**config.mk**
```make
export PLATFORM = sky130hd
export DESIGN_NAME = lru_keyed_handle_cache_unit
export DESIGN_NICKNAME = d
export VERILOG_FILES = /design/src/rtl/lkhc_pkg.sv /design/src/rtl/lru_keyed_handle_cache_unit.sv /design/src/rtl/lkhc_ctrl.sv /design/src/rtl/lkhc_dpath.sv
export SDC_FILE = /design/constraint.sdc
export NUM_CORES = 1
export LEC_CHECK = 0
export BUFFER_PORTS_ARGS = -buffer_cell sky130_fd_sc_hd__buf_2
export CELL_PAD_IN_SITES_DETAIL_PLACEMENT = 0
export CELL_PAD_IN_SITES_GLOBAL_PLACEMENT = 1
export CORE_MARGIN = 1.5
export CORE_UTILIZATION = 52
export CTS_CLUSTER_DIAMETER = 120
export DETAILED_ROUTE_END_ITERATION = 7
export PLACE_DENSITY = 0.89
export REMOVE_ABC_BUFFERS = 1
export SYNTH_ARGS = -nofsm -noshare
export SYNTH_HDL_FRONTEND = slang
export SYNTH_SLANG_ARGS = --single-unit
```
**constraint.sdc**
```tcl
create_clock -name clk_i -period 6.75 [get_ports clk_i]
set_input_delay 0.3375 -clock clk_i [delete_from_list [all_inputs] [get_ports clk_i]]
set_output_delay 0.3375 -clock clk_i [all_outputs]
set_load 0.01 [all_outputs]
```
**src/rtl/lkhc_pkg.sv**
```systemverilog
package lkhc_pkg;

  // default number of entries
  localparam int unsigned DefaultCapacity = 6;

  // fixed field widths
  localparam int unsigned TagW    = 64;
  localparam int unsigned HandleW = 16;
  localparam int unsigned OccW    = 3;

  // request mode codes
  localparam logic ModeLookup = 1'b0;
  localparam logic ModeFlush  = 1'b1;

  // result status codes
  typedef enum logic [1:0] {
    StHit        = 2'd0,
    StInserted   = 2'd1,
    StCreateFail = 2'd2,
    StFlushed    = 2'd3
  } status_e;

  // input request
  typedef struct packed {
    logic               mode;
    logic [TagW-1:0]    key_tag;
    logic               create_ok;
    logic [HandleW-1:0] new_handle;
  } req_t;

  // output result
  typedef struct packed {
    logic [1:0]         status;
    logic [HandleW-1:0] handle;
    logic               evict_valid;
    logic [HandleW-1:0] evict_handle;
    logic [OccW-1:0]    occupancy;
  } rsp_t;

  // controller states
  typedef enum logic [1:0] {
    CtlIdle,
    CtlSearch,
    CtlUpdate,
    CtlDone
  } ctl_state_e;

  // controller to datapath commands
  typedef struct packed {
    logic load;
    logic search;
    logic update;
  } cmd_t;

endpackage

```
**src/rtl/lru_keyed_handle_cache_unit.sv**
```systemverilog
// channel  | signals          | handshake
// ---------+------------------+------------------------------------------
// request  | req_i (req_t)    | taken at a clock edge with start and !busy
// result   | rsp_o (rsp_t)    | valid for one cycle while done_o is high
//
// a request runs through capture into the search stage, the parallel
// tag compare and slot pick, then the entry update with the handle
// store read; the result shows in the done state that follows.
// a new request can be taken in the cycle the result is shown, but
// not while busy is high during the search and update steps.
// reset clears all valid bits, recency ranks and the occupancy count.
// the receiver cannot stall; each result is taken when done_o is high.
module lru_keyed_handle_cache_unit
  import lkhc_pkg::*;
#(
  parameter int unsigned Capacity = DefaultCapacity
) (
  input  logic clk_i,
  input  logic rst_ni,
  input  logic start,
  output logic busy,
  input  req_t req_i,
  output logic done_o,
  output rsp_t rsp_o
);

  cmd_t cmd;

  // sequencer
  lkhc_ctrl u_ctrl (
    .clk_i  (clk_i),
    .rst_ni (rst_ni),
    .start  (start),
    .busy   (busy),
    .done_o (done_o),
    .cmd_o  (cmd)
  );

  // entry store and search
  lkhc_dpath #(
    .Capacity (Capacity)
  ) u_dpath (
    .clk_i  (clk_i),
    .rst_ni (rst_ni),
    .cmd_i  (cmd),
    .req_i  (req_i),
    .rsp_o  (rsp_o)
  );

endmodule

```
**src/rtl/lkhc_ctrl.sv**
```systemverilog
module lkhc_ctrl
  import lkhc_pkg::*;
(
  input  logic clk_i,
  input  logic rst_ni,
  input  logic start,
  output logic busy,
  output logic done_o,
  output cmd_t cmd_o
);

  ctl_state_e state_q, state_d;

  // state register
  always_ff @(posedge clk_i or negedge rst_ni) begin
    if (!rst_ni) begin
      state_q <= CtlIdle;
    end else begin
      state_q <= state_d;
    end
  end

  // next state and commands
  always_comb begin
    state_d     = state_q;
    busy        = 1'b0;
    done_o      = 1'b0;
    cmd_o       = '0;
    unique case (state_q)
      CtlIdle: begin
        if (start) begin
          cmd_o.load = 1'b1;
          state_d    = CtlSearch;
        end
      end
      CtlSearch: begin
        busy         = 1'b1;
        cmd_o.search = 1'b1;
        state_d      = CtlUpdate;
      end
      CtlUpdate: begin
        busy         = 1'b1;
        cmd_o.update = 1'b1;
        state_d      = CtlDone;
      end
      CtlDone: begin
        done_o = 1'b1;
        if (start) begin
          cmd_o.load = 1'b1;
          state_d    = CtlSearch;
        end else begin
          state_d = CtlIdle;
        end
      end
      default: state_d = CtlIdle;
    endcase
  end

  // an accepted request passes through search and update, then raises done_o
  assert property (@(posedge clk_i) disable iff (!rst_ni)
    (start && !busy) |-> ##3 done_o)
    else $error("request did not complete in three cycles");

  // result strobe is a single cycle pulse per request
  assert property (@(posedge clk_i) disable iff (!rst_ni)
    done_o |=> !done_o)
    else $error("result strobe held more than one cycle");

  // update always follows search
  assert property (@(posedge clk_i) disable iff (!rst_ni)
    cmd_o.search |=> cmd_o.update)
    else $error("search not followed by update");

endmodule

```
**src/rtl/lkhc_dpath.sv**
```systemverilog
module lkhc_dpath
  import lkhc_pkg::*;
#(
  parameter int unsigned Capacity = DefaultCapacity
) (
  input  logic clk_i,
  input  logic rst_ni,
  input  cmd_t cmd_i,
  input  req_t req_i,
  output rsp_t rsp_o
);

  localparam int unsigned SlotW = (Capacity > 1) ? $clog2(Capacity) : 1;
  localparam int unsigned CntW  = $clog2(Capacity + 1);
  localparam logic [CntW-1:0] CapCnt = CntW'(Capacity);

  // captured request
  req_t req_q;

  // entry state
  logic [Capacity-1:0]  valid_q;
  logic [SlotW-1:0]     rank_q [Capacity];
  logic [TagW-1:0]      tag_q  [Capacity];
  logic [HandleW-1:0]   handle_mem [Capacity];
  logic [CntW-1:0]      occ_q;

  // search results
  logic                 hit_q, full_q;
  logic [SlotW-1:0]     slot_q;

  // result registers
  status_e              status_q;
  logic                 evict_q;
  logic [HandleW-1:0]   rd_handle_q;

  // search logic
  logic [Capacity-1:0]  hit_vec;
  logic                 hit;
  logic [SlotW-1:0]     hit_slot, lru_slot, free_slot;

  // request capture
  always_ff @(posedge clk_i) begin
    if (cmd_i.load) begin
      req_q <= req_i;
    end
  end

  // parallel tag compare and slot pick, lowest index wins
  always_comb begin
    hit       = 1'b0;
    hit_slot  = '0;
    lru_slot  = '0;
    free_slot = '0;
    for (int i = Capacity - 1; i >= 0; i--) begin
      hit_vec[i] = valid_q[i] && (tag_q[i] == req_q.key_tag);
      if (hit_vec[i]) begin
        hit      = 1'b1;
        hit_slot = SlotW'(i);
      end
      if (rank_q[i] == '0) begin
        lru_slot = SlotW'(i);
      end
      if (!valid_q[i]) begin
        free_slot = SlotW'(i);
      end
    end
  end

  // search result registers
  always_ff @(posedge clk_i) begin
    if (cmd_i.search) begin
      hit_q  <= hit;
      full_q <= (occ_q >= CapCnt);
      if (hit) begin
        slot_q <= hit_slot;
      end else if (occ_q >= CapCnt) begin
        slot_q <= lru_slot;
      end else begin
        slot_q <= free_slot;
      end
    end
  end

  // decode of the update step
  logic              do_flush, do_hit, do_insert;
  logic [SlotW-1:0]  slot_rank;
  logic [SlotW-1:0]  age_ref;
  logic              do_age;

  assign do_flush  = (req_q.mode == ModeFlush);
  assign do_hit    = !do_flush && hit_q;
  assign do_insert = !do_flush && !hit_q && req_q.create_ok;
  assign slot_rank = rank_q[slot_q];
  // a hit ages entries above its rank, an eviction ages all above zero
  assign do_age    = do_hit || (do_insert && full_q);
  assign age_ref   = do_hit ? slot_rank : '0;

  // valid bits, ranks and occupancy
  always_ff @(posedge clk_i or negedge rst_ni) begin
    if (!rst_ni) begin
      valid_q <= '0;
      occ_q   <= '0;
      for (int i = 0; i < Capacity; i++) begin
        rank_q[i] <= '0;
      end
    end else if (cmd_i.update) begin
      if (do_flush) begin
        valid_q <= '0;
        occ_q   <= '0;
        for (int i = 0; i < Capacity; i++) begin
          rank_q[i] <= '0;
        end
      end else begin
        if (do_age) begin
          for (int i = 0; i < Capacity; i++) begin
            if (valid_q[i] && (rank_q[i] > age_ref)) begin
              rank_q[i] <= rank_q[i] - 1'b1;
            end
          end
        end
        if (do_hit) begin
          rank_q[slot_q] <= SlotW'(occ_q - 1'b1);
        end else if (do_insert) begin
          valid_q[slot_q] <= 1'b1;
          if (full_q) begin
            rank_q[slot_q] <= SlotW'(CapCnt - 1'b1);
          end else begin
            rank_q[slot_q] <= SlotW'(occ_q);
            occ_q          <= occ_q + 1'b1;
          end
        end
      end
    end
  end

  // tag and handle storage, handle read before write
  always_ff @(posedge clk_i) begin
    if (cmd_i.update) begin
      rd_handle_q <= handle_mem[slot_q];
      if (do_insert) begin
        tag_q[slot_q]      <= req_q.key_tag;
        handle_mem[slot_q] <= req_q.new_handle;
      end
    end
  end

  // result status
  always_ff @(posedge clk_i) begin
    if (cmd_i.update) begin
      evict_q <= do_insert && full_q;
      priority if (do_flush) begin
        status_q <= StFlushed;
      end else if (do_hit) begin
        status_q <= StHit;
      end else if (do_insert) begin
        status_q <= StInserted;
      end else begin
        status_q <= StCreateFail;
      end
    end
  end

  // result assembly
  always_comb begin
    rsp_o              = '0;
    rsp_o.status       = status_q;
    rsp_o.evict_valid  = evict_q;
    rsp_o.evict_handle = evict_q ? rd_handle_q : '0;
    rsp_o.occupancy    = OccW'(occ_q);
    unique case (status_q)
      StHit:      rsp_o.handle = rd_handle_q;
      StInserted: rsp_o.handle = req_q.new_handle;
      default:    rsp_o.handle = '0;
    endcase
  end

  // occupancy counter tracks the valid bits
  assert property (@(posedge clk_i) disable iff (!rst_ni)
    $countones(valid_q) == 32'(occ_q))
    else $error("occupancy differs from valid entry count");

  // store never overfills
  assert property (@(posedge clk_i) disable iff (!rst_ni)
    occ_q <= CapCnt)
    else $error("occupancy above capacity");

  // eviction happens only on a full store
  assert property (@(posedge clk_i) disable iff (!rst_ni)
    (cmd_i.update && do_insert && full_q) |-> (occ_q == CapCnt))
    else $error("eviction on a store that is not full");

endmodule

```
==> results of run 1 <==
==> sequential cells by signal, indices dropped and copies added (netlist names) <==
| register | count |
|---|---|
| u_dpath.tag_q | 384 |
| u_dpath.handle_mem | 96 |
| u_dpath.req_q | 81 |
| u_dpath.rank_q | 18 |
| u_dpath.rd_handle_q | 16 |
| u_dpath.valid_q | 6 |
| u_dpath.occ_q | 3 |
| u_dpath.slot_q | 3 |
| u_ctrl.state_q | 2 |
| u_dpath.status_q | 2 |
| u_dpath.do_flush | 1 |
| u_dpath.evict_q | 1 |
| u_dpath.full_q | 1 |
| u_dpath.hit_q | 1 |
==> cells by family after synthesis <==
kind of cell | count (synthesis)
flip-flops | 615
AND/OR/NAND/NOR | 417
XOR/XNOR | 272
AO/OA/AOI/OAI | 250
buffers and inverters | 169
multiplexers | 44
adder cells (fa/ha/maj) | 32
==> worst max-delay path: stages, from the launching register on <==
cell and delay [ns]:
dfrtp_1 0.44, inv_1 0.13, ha_2 0.17, buf_4 0.54, nand2_1 0.54, nor2_4 0.93
buf_4 0.70
==> per-stage QoR <==
| step | std cells | worst slack [ns] | area [sq um] |
|---|---|---|---|
| 2_1_floorplan | 1714 | 0.687 | 26100 |
| 3_3_place_gp | 2551 | 2.94 | 27900 |
| 3_5_place_dp | 2551 | 2.83 | 27900 |
| 4_1_cts | 2747 | 2.83 | 30800 |
| 5_1_grt | 2747 | 2.54 | 30800 |
| 6_report | 2747 | 2.84 | 30800 |
==> path summary, 6_finish.rpt <==
path	end	slack, ns
hold reg to reg	u_dpath.rd_handle_q[0]$_DFFE_PP_	0.55
hold / removal	u_ctrl.state_q[1]$_DFFE_PN0P_	0.11
max in group asynchronous	u_dpath.occ_q[2]$_DFFE_PN0P_	5.95
min in group asynchronous	u_dpath.rank_q[12]$_DFFE_PN0P_	0.32
setup / recovery	u_dpath.tag_q[0][49]$_DFFE_PP_	2.84
setup reg to reg	u_dpath.tag_q[0][49]$_DFFE_PP_	2.84
==> metal layers <==
metal | vias to the layer above | GRT usage [%] | wire length [microns]
met4 | 0 | 11.3 | 3010
met5 | - | 0 | 0
met3 | 147 | 3.22 | 4300
met1 | 8122 | 34.6 | 27600
li1 | 7169 | - | -
met2 | 643 | 42.8 | 32800
==> placed cells by master (no fill, tap or decap), types with 6 or more instances in the layout <==
cell           instances
buf_2                124
edfxtp_1             586
nor2b_1               24
a21oi_1               34
buf_4                 41
clkinv_2              15
nand3_1               18
a31oi_1                7
a22oi_1               25
inv_1                 83
ha_1                  31
o221ai_1              16
mux2_2                20
nand4_1               51
nor2_1                65
mux2i_1               18
o2bb2ai_1             15
mux4_2                 6
o22ai_1               22
xor2_1               106
and2_1                20
nand2_1               58
dlygate4sd3_1         83
xnor2_1              166
nor4_1                48
a22o_1                10
dfrtp_1               29
nor2_4                 7
clkinv_1              12
nand2b_1              85
clkbuf_16             61
o21a_1                 6
a2111oi_0              7
nor3_1                13
o21ai_0               41
clkinvlp_4             6
bufinv_16              8
o2111ai_1             24
==> area by class of cell <==
| type | instances | area, sq um | share of cell area [%] |
|---|---|---|---|
| Sequential cell | 615 | 18300 | 59.5 |
| Multi-Input combinational cell | 1015 | 7510 | 24.4 |
| Timing Repair Buffer | 248 | 1760 | 5.72 |
| Clock buffer | 68 | 1570 | 5.11 |
| Tap cell | 672 | 841 | 2.73 |
| Clock inverter | 45 | 452 | 1.47 |
| Inverter | 84 | 315 | 1.02 |
==> cells in the mapped netlist (20+ instances only) <==
master / number / area share (%)
edfxtp_1: 586 / 66
xnor2_1: 166 / 5.5
xor2_1: 106 / 3.5
nand2b_1: 85 / 2.0
inv_1: 83 / 1.2
nor2_1: 71 / 1.0
nand2_1: 58 / 0.82
nand4_1: 51 / 1.2
nor4_1: 48 / 1.1
clkbuf_1: 44 / 0.62
o21ai_0: 41 / 0.77
a21oi_1: 34 / 0.64
ha_1: 32 / 1.5
dfrtp_1: 29 / 2.7
a22oi_1: 25 / 0.71
nor2b_1: 25 / 0.59
buf_2: 24 / 0.45
o2111ai_1: 24 / 0.79
o22ai_1: 22 / 0.52
and2_1: 20 / 0.47
mux2_2: 20 / 0.85
==> where the power goes <==
part           internal (uW)  switching (uW)  total [uW]  leakage (uW)
clock                   1980            1460        3440      0.000986
sequential              4840             716        5560       0.00570
combinational            958            1520        2480       0.00381
==> results_dict.tcl, run 1 <==
set metrics [dict create \
    syn_area_sq_um 26500 \
    rows 82 \
    grt_use_total_pct 25.9 \
    synth_top_family_by_area "XOR/XNOR gates" \
    cts-resized-gates 0 \
    cp.arrival_ns 4.17 \
    nFillCells 3790 \
    gr-total-overflow 0 \
    hold_violations 0 \
    p_leak_uw 0.0105 \
    grt_max_degree 82 \
    power_density_nw_per_um2 373 \
    cts_sinks 615 \
    drive_gt1_share_pct 15.2 \
    tightestPinTransition_ns 1.13 \
    area_growth_pct 16.0 \
    fin_util_pct 61.2 \
    vias 16081 \
    num-nets-final 2141 \
    cts_root_buf "clkbuf_16" \
    fin_crit_ns 3.91 \
    ys_seq_area_share_pct 69.0 \
    holdBufCountCts 83 \
    antenna_found_initial 1 \
    muxShareOfSynthArea_pct 2.04 \
    drc 0 \
    die_area_sq_um 52400 \
    cp-end-kind "flip-flop" \
    setup.worst_path.class "reg -> reg" \
    status "completed" \
    hold_depth 3 \
    grt_pass1_vias 15843 \
    drtIter0Drc 1494 \
    holdWs_ns 0.110 \
    initial_core_util_pct 52.8 \
    synth_cell_types 74 \
    p_total_uw 11500 \
    post-route-period-util_pct 57.9 \
    insertion_delay_ns 0.63 \
    gp_congestion 0.928 \
    dr.pass1.iters 8 \
    synth-simple-area-share_pct 8.71 \
    ys_ff_latch 615 \
    crit_start "u_ctrl.state_q[0]$_DFFE_PN0P_" \
    crit_fanout 66 \
    ir_drop_uv 331 \
    synth.avg_cell_area_sq_um 14.8 \
    syn_inst 1799 \
    wire_per_inst_microns 24.6 \
    rr_worst_depth 6 \
    synth_compound_area_share_pct 6.87 \
    synth_async_sr_flop_share_pct 4.72 \
    cts_buffers 60 \
    drt-total-wl_microns 67700 \
    hp-class "in -> reg" \
    hold_start "start" \
    clkSlewWorstSetupHoldPaths_ns 0.06 \
    start_kind "flip-flop" \
    crit_required_ns 7.01 \
    yosys_warnings 0 \
    ctsHtreeMaxLevel 2 \
    synth_xor_xnor_area_share_pct 8.98 \
    cts_setup_buffers 0 \
    slew_viol_final 0 \
    rsz0062_at_grt "false" \
    clockBufferDepth 3 \
    grt_pass1_wl_microns 100000 \
    n_antenna_cell 0 \
    cts_tree "done" \
    fp.dieW_microns 229 \
    setup_viol 0 \
    vias_per_cell 5.85 \
    dp_hpwl_microns 43700 \
    ios 125 \
    synth-adder-area-share_pct 1.51 \
    tns_ns 0 \
    synth-main-ff-cell "edfxtp_1" \
    skew_ns 0.0193 \
    ant_nets 0 \
    synth_edf_count 586 \
    die_y_microns 229 \
    maxCapViolCount 0 \
    slew_headroom_pct 24.5 \
    port_buffers 124 \
    regToRegStartpoint "u_ctrl.state_q[0]$_DFFE_PN0P_" \
    core_sq_um 50300 \
    fmax_ghz 0.256 \
]
No activity file was read; power rests on OpenSTA's default activity.
==> run 2: changes to the inputs <==
- ABC_AREA: default -> 1
- CORE_UTILIZATION: 52 -> 45
- PLACE_DENSITY: 0.89 -> 0.86
- clock period: 6.75 -> 3.3 ns (I/O delays scaled with it)
==> results_dict.tcl, run 2 <==
set metrics [dict create \
    final_common_cell "nand2_1" \
    synth_edf_count 586 \
    p_comb_share_pct 32.8 \
    fin_crit_ns 2.94 \
    p_sw_share_pct 38.0 \
    intPower_uw 18000 \
    grt_use_total_pct 36.6 \
    dp_hpwl_microns 95200 \
    ctsHtreeMaxLevel 3 \
    drtIter0Drc 3667 \
    cts_root_buf "clkbuf_16" \
    p_seq_share_pct 37.3 \
    cp.arrival_ns 3.29 \
    grt_max_degree 83 \
    p_leak_uw 0.0145 \
    synth.top_cell.area_share_pct 58.3 \
    dr.pass1.iters 6 \
    ir_drop_uv 528 \
    place_ws_ns 0.466 \
    setup_viol 0 \
    ys_ff_latch 615 \
    synth.avg_cell_area_sq_um 10.1 \
    cts_sinks 615 \
    drive_gt1_share_pct 15.8 \
    syn_inst 2994 \
    gp_congestion 1.09 \
    skew_ns 0.0314 \
    synth_top_cell_by_area "edfxtp_1" \
    die_y_microns 262 \
    holdBufCountCts 84 \
    insertion_delay_ns 0.64 \
    synth_async_sr_flop_share_pct 4.72 \
    stdcell_area_sq_um 36500 \
    ys_seq_area_share_pct 60.7 \
    cts_tree "done" \
    start_kind "flip-flop" \
    syn_area_sq_um 30200 \
    largest_reg_flops 384 \
    slew_headroom_pct 12.6 \
    rsz0062_at_grt "false" \
    port_buffers 124 \
    rows 94 \
    clkSlewWorstSetupHoldPaths_ns 0.06 \
    grt_pass1_wl_microns 174000 \
    largestRegisters "u_dpath.tag_q x384, u_dpath.handle_mem x96, u_dpath.req_q x81" \
    setup.worst_path.class "reg -> reg" \
    status "completed" \
    ant_nets 0 \
    worst_slack_ns 0.362 \
    drc 0 \
    gr-total-overflow 0 \
    synth-main-ff-cell "edfxtp_1" \
    initial_core_util_pct 45.6 \
    fp.dieW_microns 262 \
    slew_viol_final 0 \
    p_total_uw 29000 \
    hold_violations 0 \
    cts-resized-gates 0 \
    core_sq_um 66100 \
    grt_pass1_vias 24396 \
    fmax_ghz 0.340 \
    cts_buffers 69 \
    cp-end-kind "flip-flop" \
    ys_top_cells_by_area "edfxtp_1, nand2_1, inv_1" \
    vias 25642 \
    most-common-layout-cells "nand2_1, edfxtp_1, inv_1, nor2_1, buf_4" \
    wire_per_inst_microns 29.2 \
    crit_required_ns 3.65 \
    post-route-period-util_pct 89.0 \
    tightestPinTransition_ns 1.30 \
    holdWs_ns 0.161 \
    placed_cell_area_sq_um 33100 \
    drt-total-wl_microns 126000 \
    maxCapViolCount 0 \
    switching_power_uw 11000 \
    synth_most_common_cell "nand2_1" \
    area_growth_pct 21.0 \
    yosys_warnings 0 \
    die_area_sq_um 68600 \
    hp-class "in -> async" \
    synth_common_cells "nand2_1, edfxtp_1, inv_1, nor2_1, o21ai_0" \
    vias_per_cell 5.95 \
    power_density_nw_per_um2 795 \
    synth_cell_types 50 \
    num-nets-final 3507 \
    ios 125 \
    pwr-share-clk_pct 29.9 \
    crit_fanout 16 \
    top_register "u_dpath.tag_q" \
    cts_setup_buffers 0 \
    antenna_found_initial 5 \
    worst-r2r-setup-slack_ns 0.36 \
    clockBufferDepth 3 \
]
[run 2: cell types whose count changed in the layout (fill, tap and decap cells not counted), moves of 74 or more]
cell and delta:
buf_4 +151, inv_1 +280, nand2_1 +529, nand2b_1 -85
nand3_1 +74, nor2_1 +220, o21ai_0 +149, o22ai_1 +124
xnor2_1 -123
[run 2: layout make-up]
type	instances	area (sq um)
Clock inverter	48	753
Clock buffer	74	1750
Inverter	378	1420
Fill cell	5847	29600
Antenna cell	1	2.50
Multi-Input combinational cell	1912	9980
Tap cell	864	1080
Timing Repair Buffer	414	3180
Sequential cell	615	18300
[run 2: final timing paths]
kind / from / to / depth (start not counted)
max reg2reg: u_dpath.req_q[18]$_DFFE_PP_ / u_dpath.hit_q$_DFFE_PN_ / 11
min: rst_ni / u_dpath.rank_q[14]$_DFFE_PN0P_ / 2
min reg2reg: u_dpath.rank_q[3]$_DFFE_PN0P_ / u_dpath.rank_q[3]$_DFFE_PN0P_ / 2
max in group asynchronous: rst_ni / u_dpath.valid_q[3]$_DFFE_PN0P_ / 2
max: u_dpath.req_q[18]$_DFFE_PP_ / u_dpath.hit_q$_DFFE_PN_ / 11
min in group clk_i: req_i[24] / u_dpath.req_q[24]$_DFFE_PP_ / 2
[run 2: power by group through the flow]
stage	registers [uW]	logic [uW]	clock network, uW
after floorplan	11000	4200	0
after global placement	10900	9110	0
after detailed placement	10900	9080	0
after CTS	10800	9210	8700
after global routing	10900	10000	8990
final	10800	9520	8660
[run 2: kinds of logic (layout without fill, tap and decap cells)]
logic type	after synthesis	in the layout	share of synthesized area, %
simple gates	1280	1280	18.9
xor+xnor	105	105	3.05
fa+ha+maj	32	32	1.33
other cells	0	1	0
buf+inv	467	914	6.35
flops	615	615	60.7
compound gates	495	495	9.66
[run 2: critical path, stage by stage, from the launching register on]
cell      delay (ns)
edfxtp_1        0.42
buf_4           0.23
o21ai_0         1.02
nor2_1          0.12
nand4_1         0.18
nor2_1          0.06
nand3_1         0.08
nor2_1          0.04
nand3_1         0.21
nand2_1         0.08
nor2_1          0.11
nand2_1         0.10
[run 2: through the flow]
step | std cells | utilization (%) | setup TNS (ns)
6_report | 4306 | 55.2 | 0
5_1_grt | 4305 | 55.2 | 0
4_1_cts | 4305 | 55.2 | 0
3_5_place_dp | 4099 | 50.1 | 0
3_3_place_gp | 4099 | 50.1 | 0
2_1_floorplan | 2905 | - | -1277.94
[run 2: routing by layer]
metal	share of wire (%)	vias to the layer above	track usage, %
met5	0.019	-	0
met4	6.6	2	21.3
met3	11	322	8.16
met2	43	1617	54.5
met1	39	12449	49.3
li1	-	11252	-
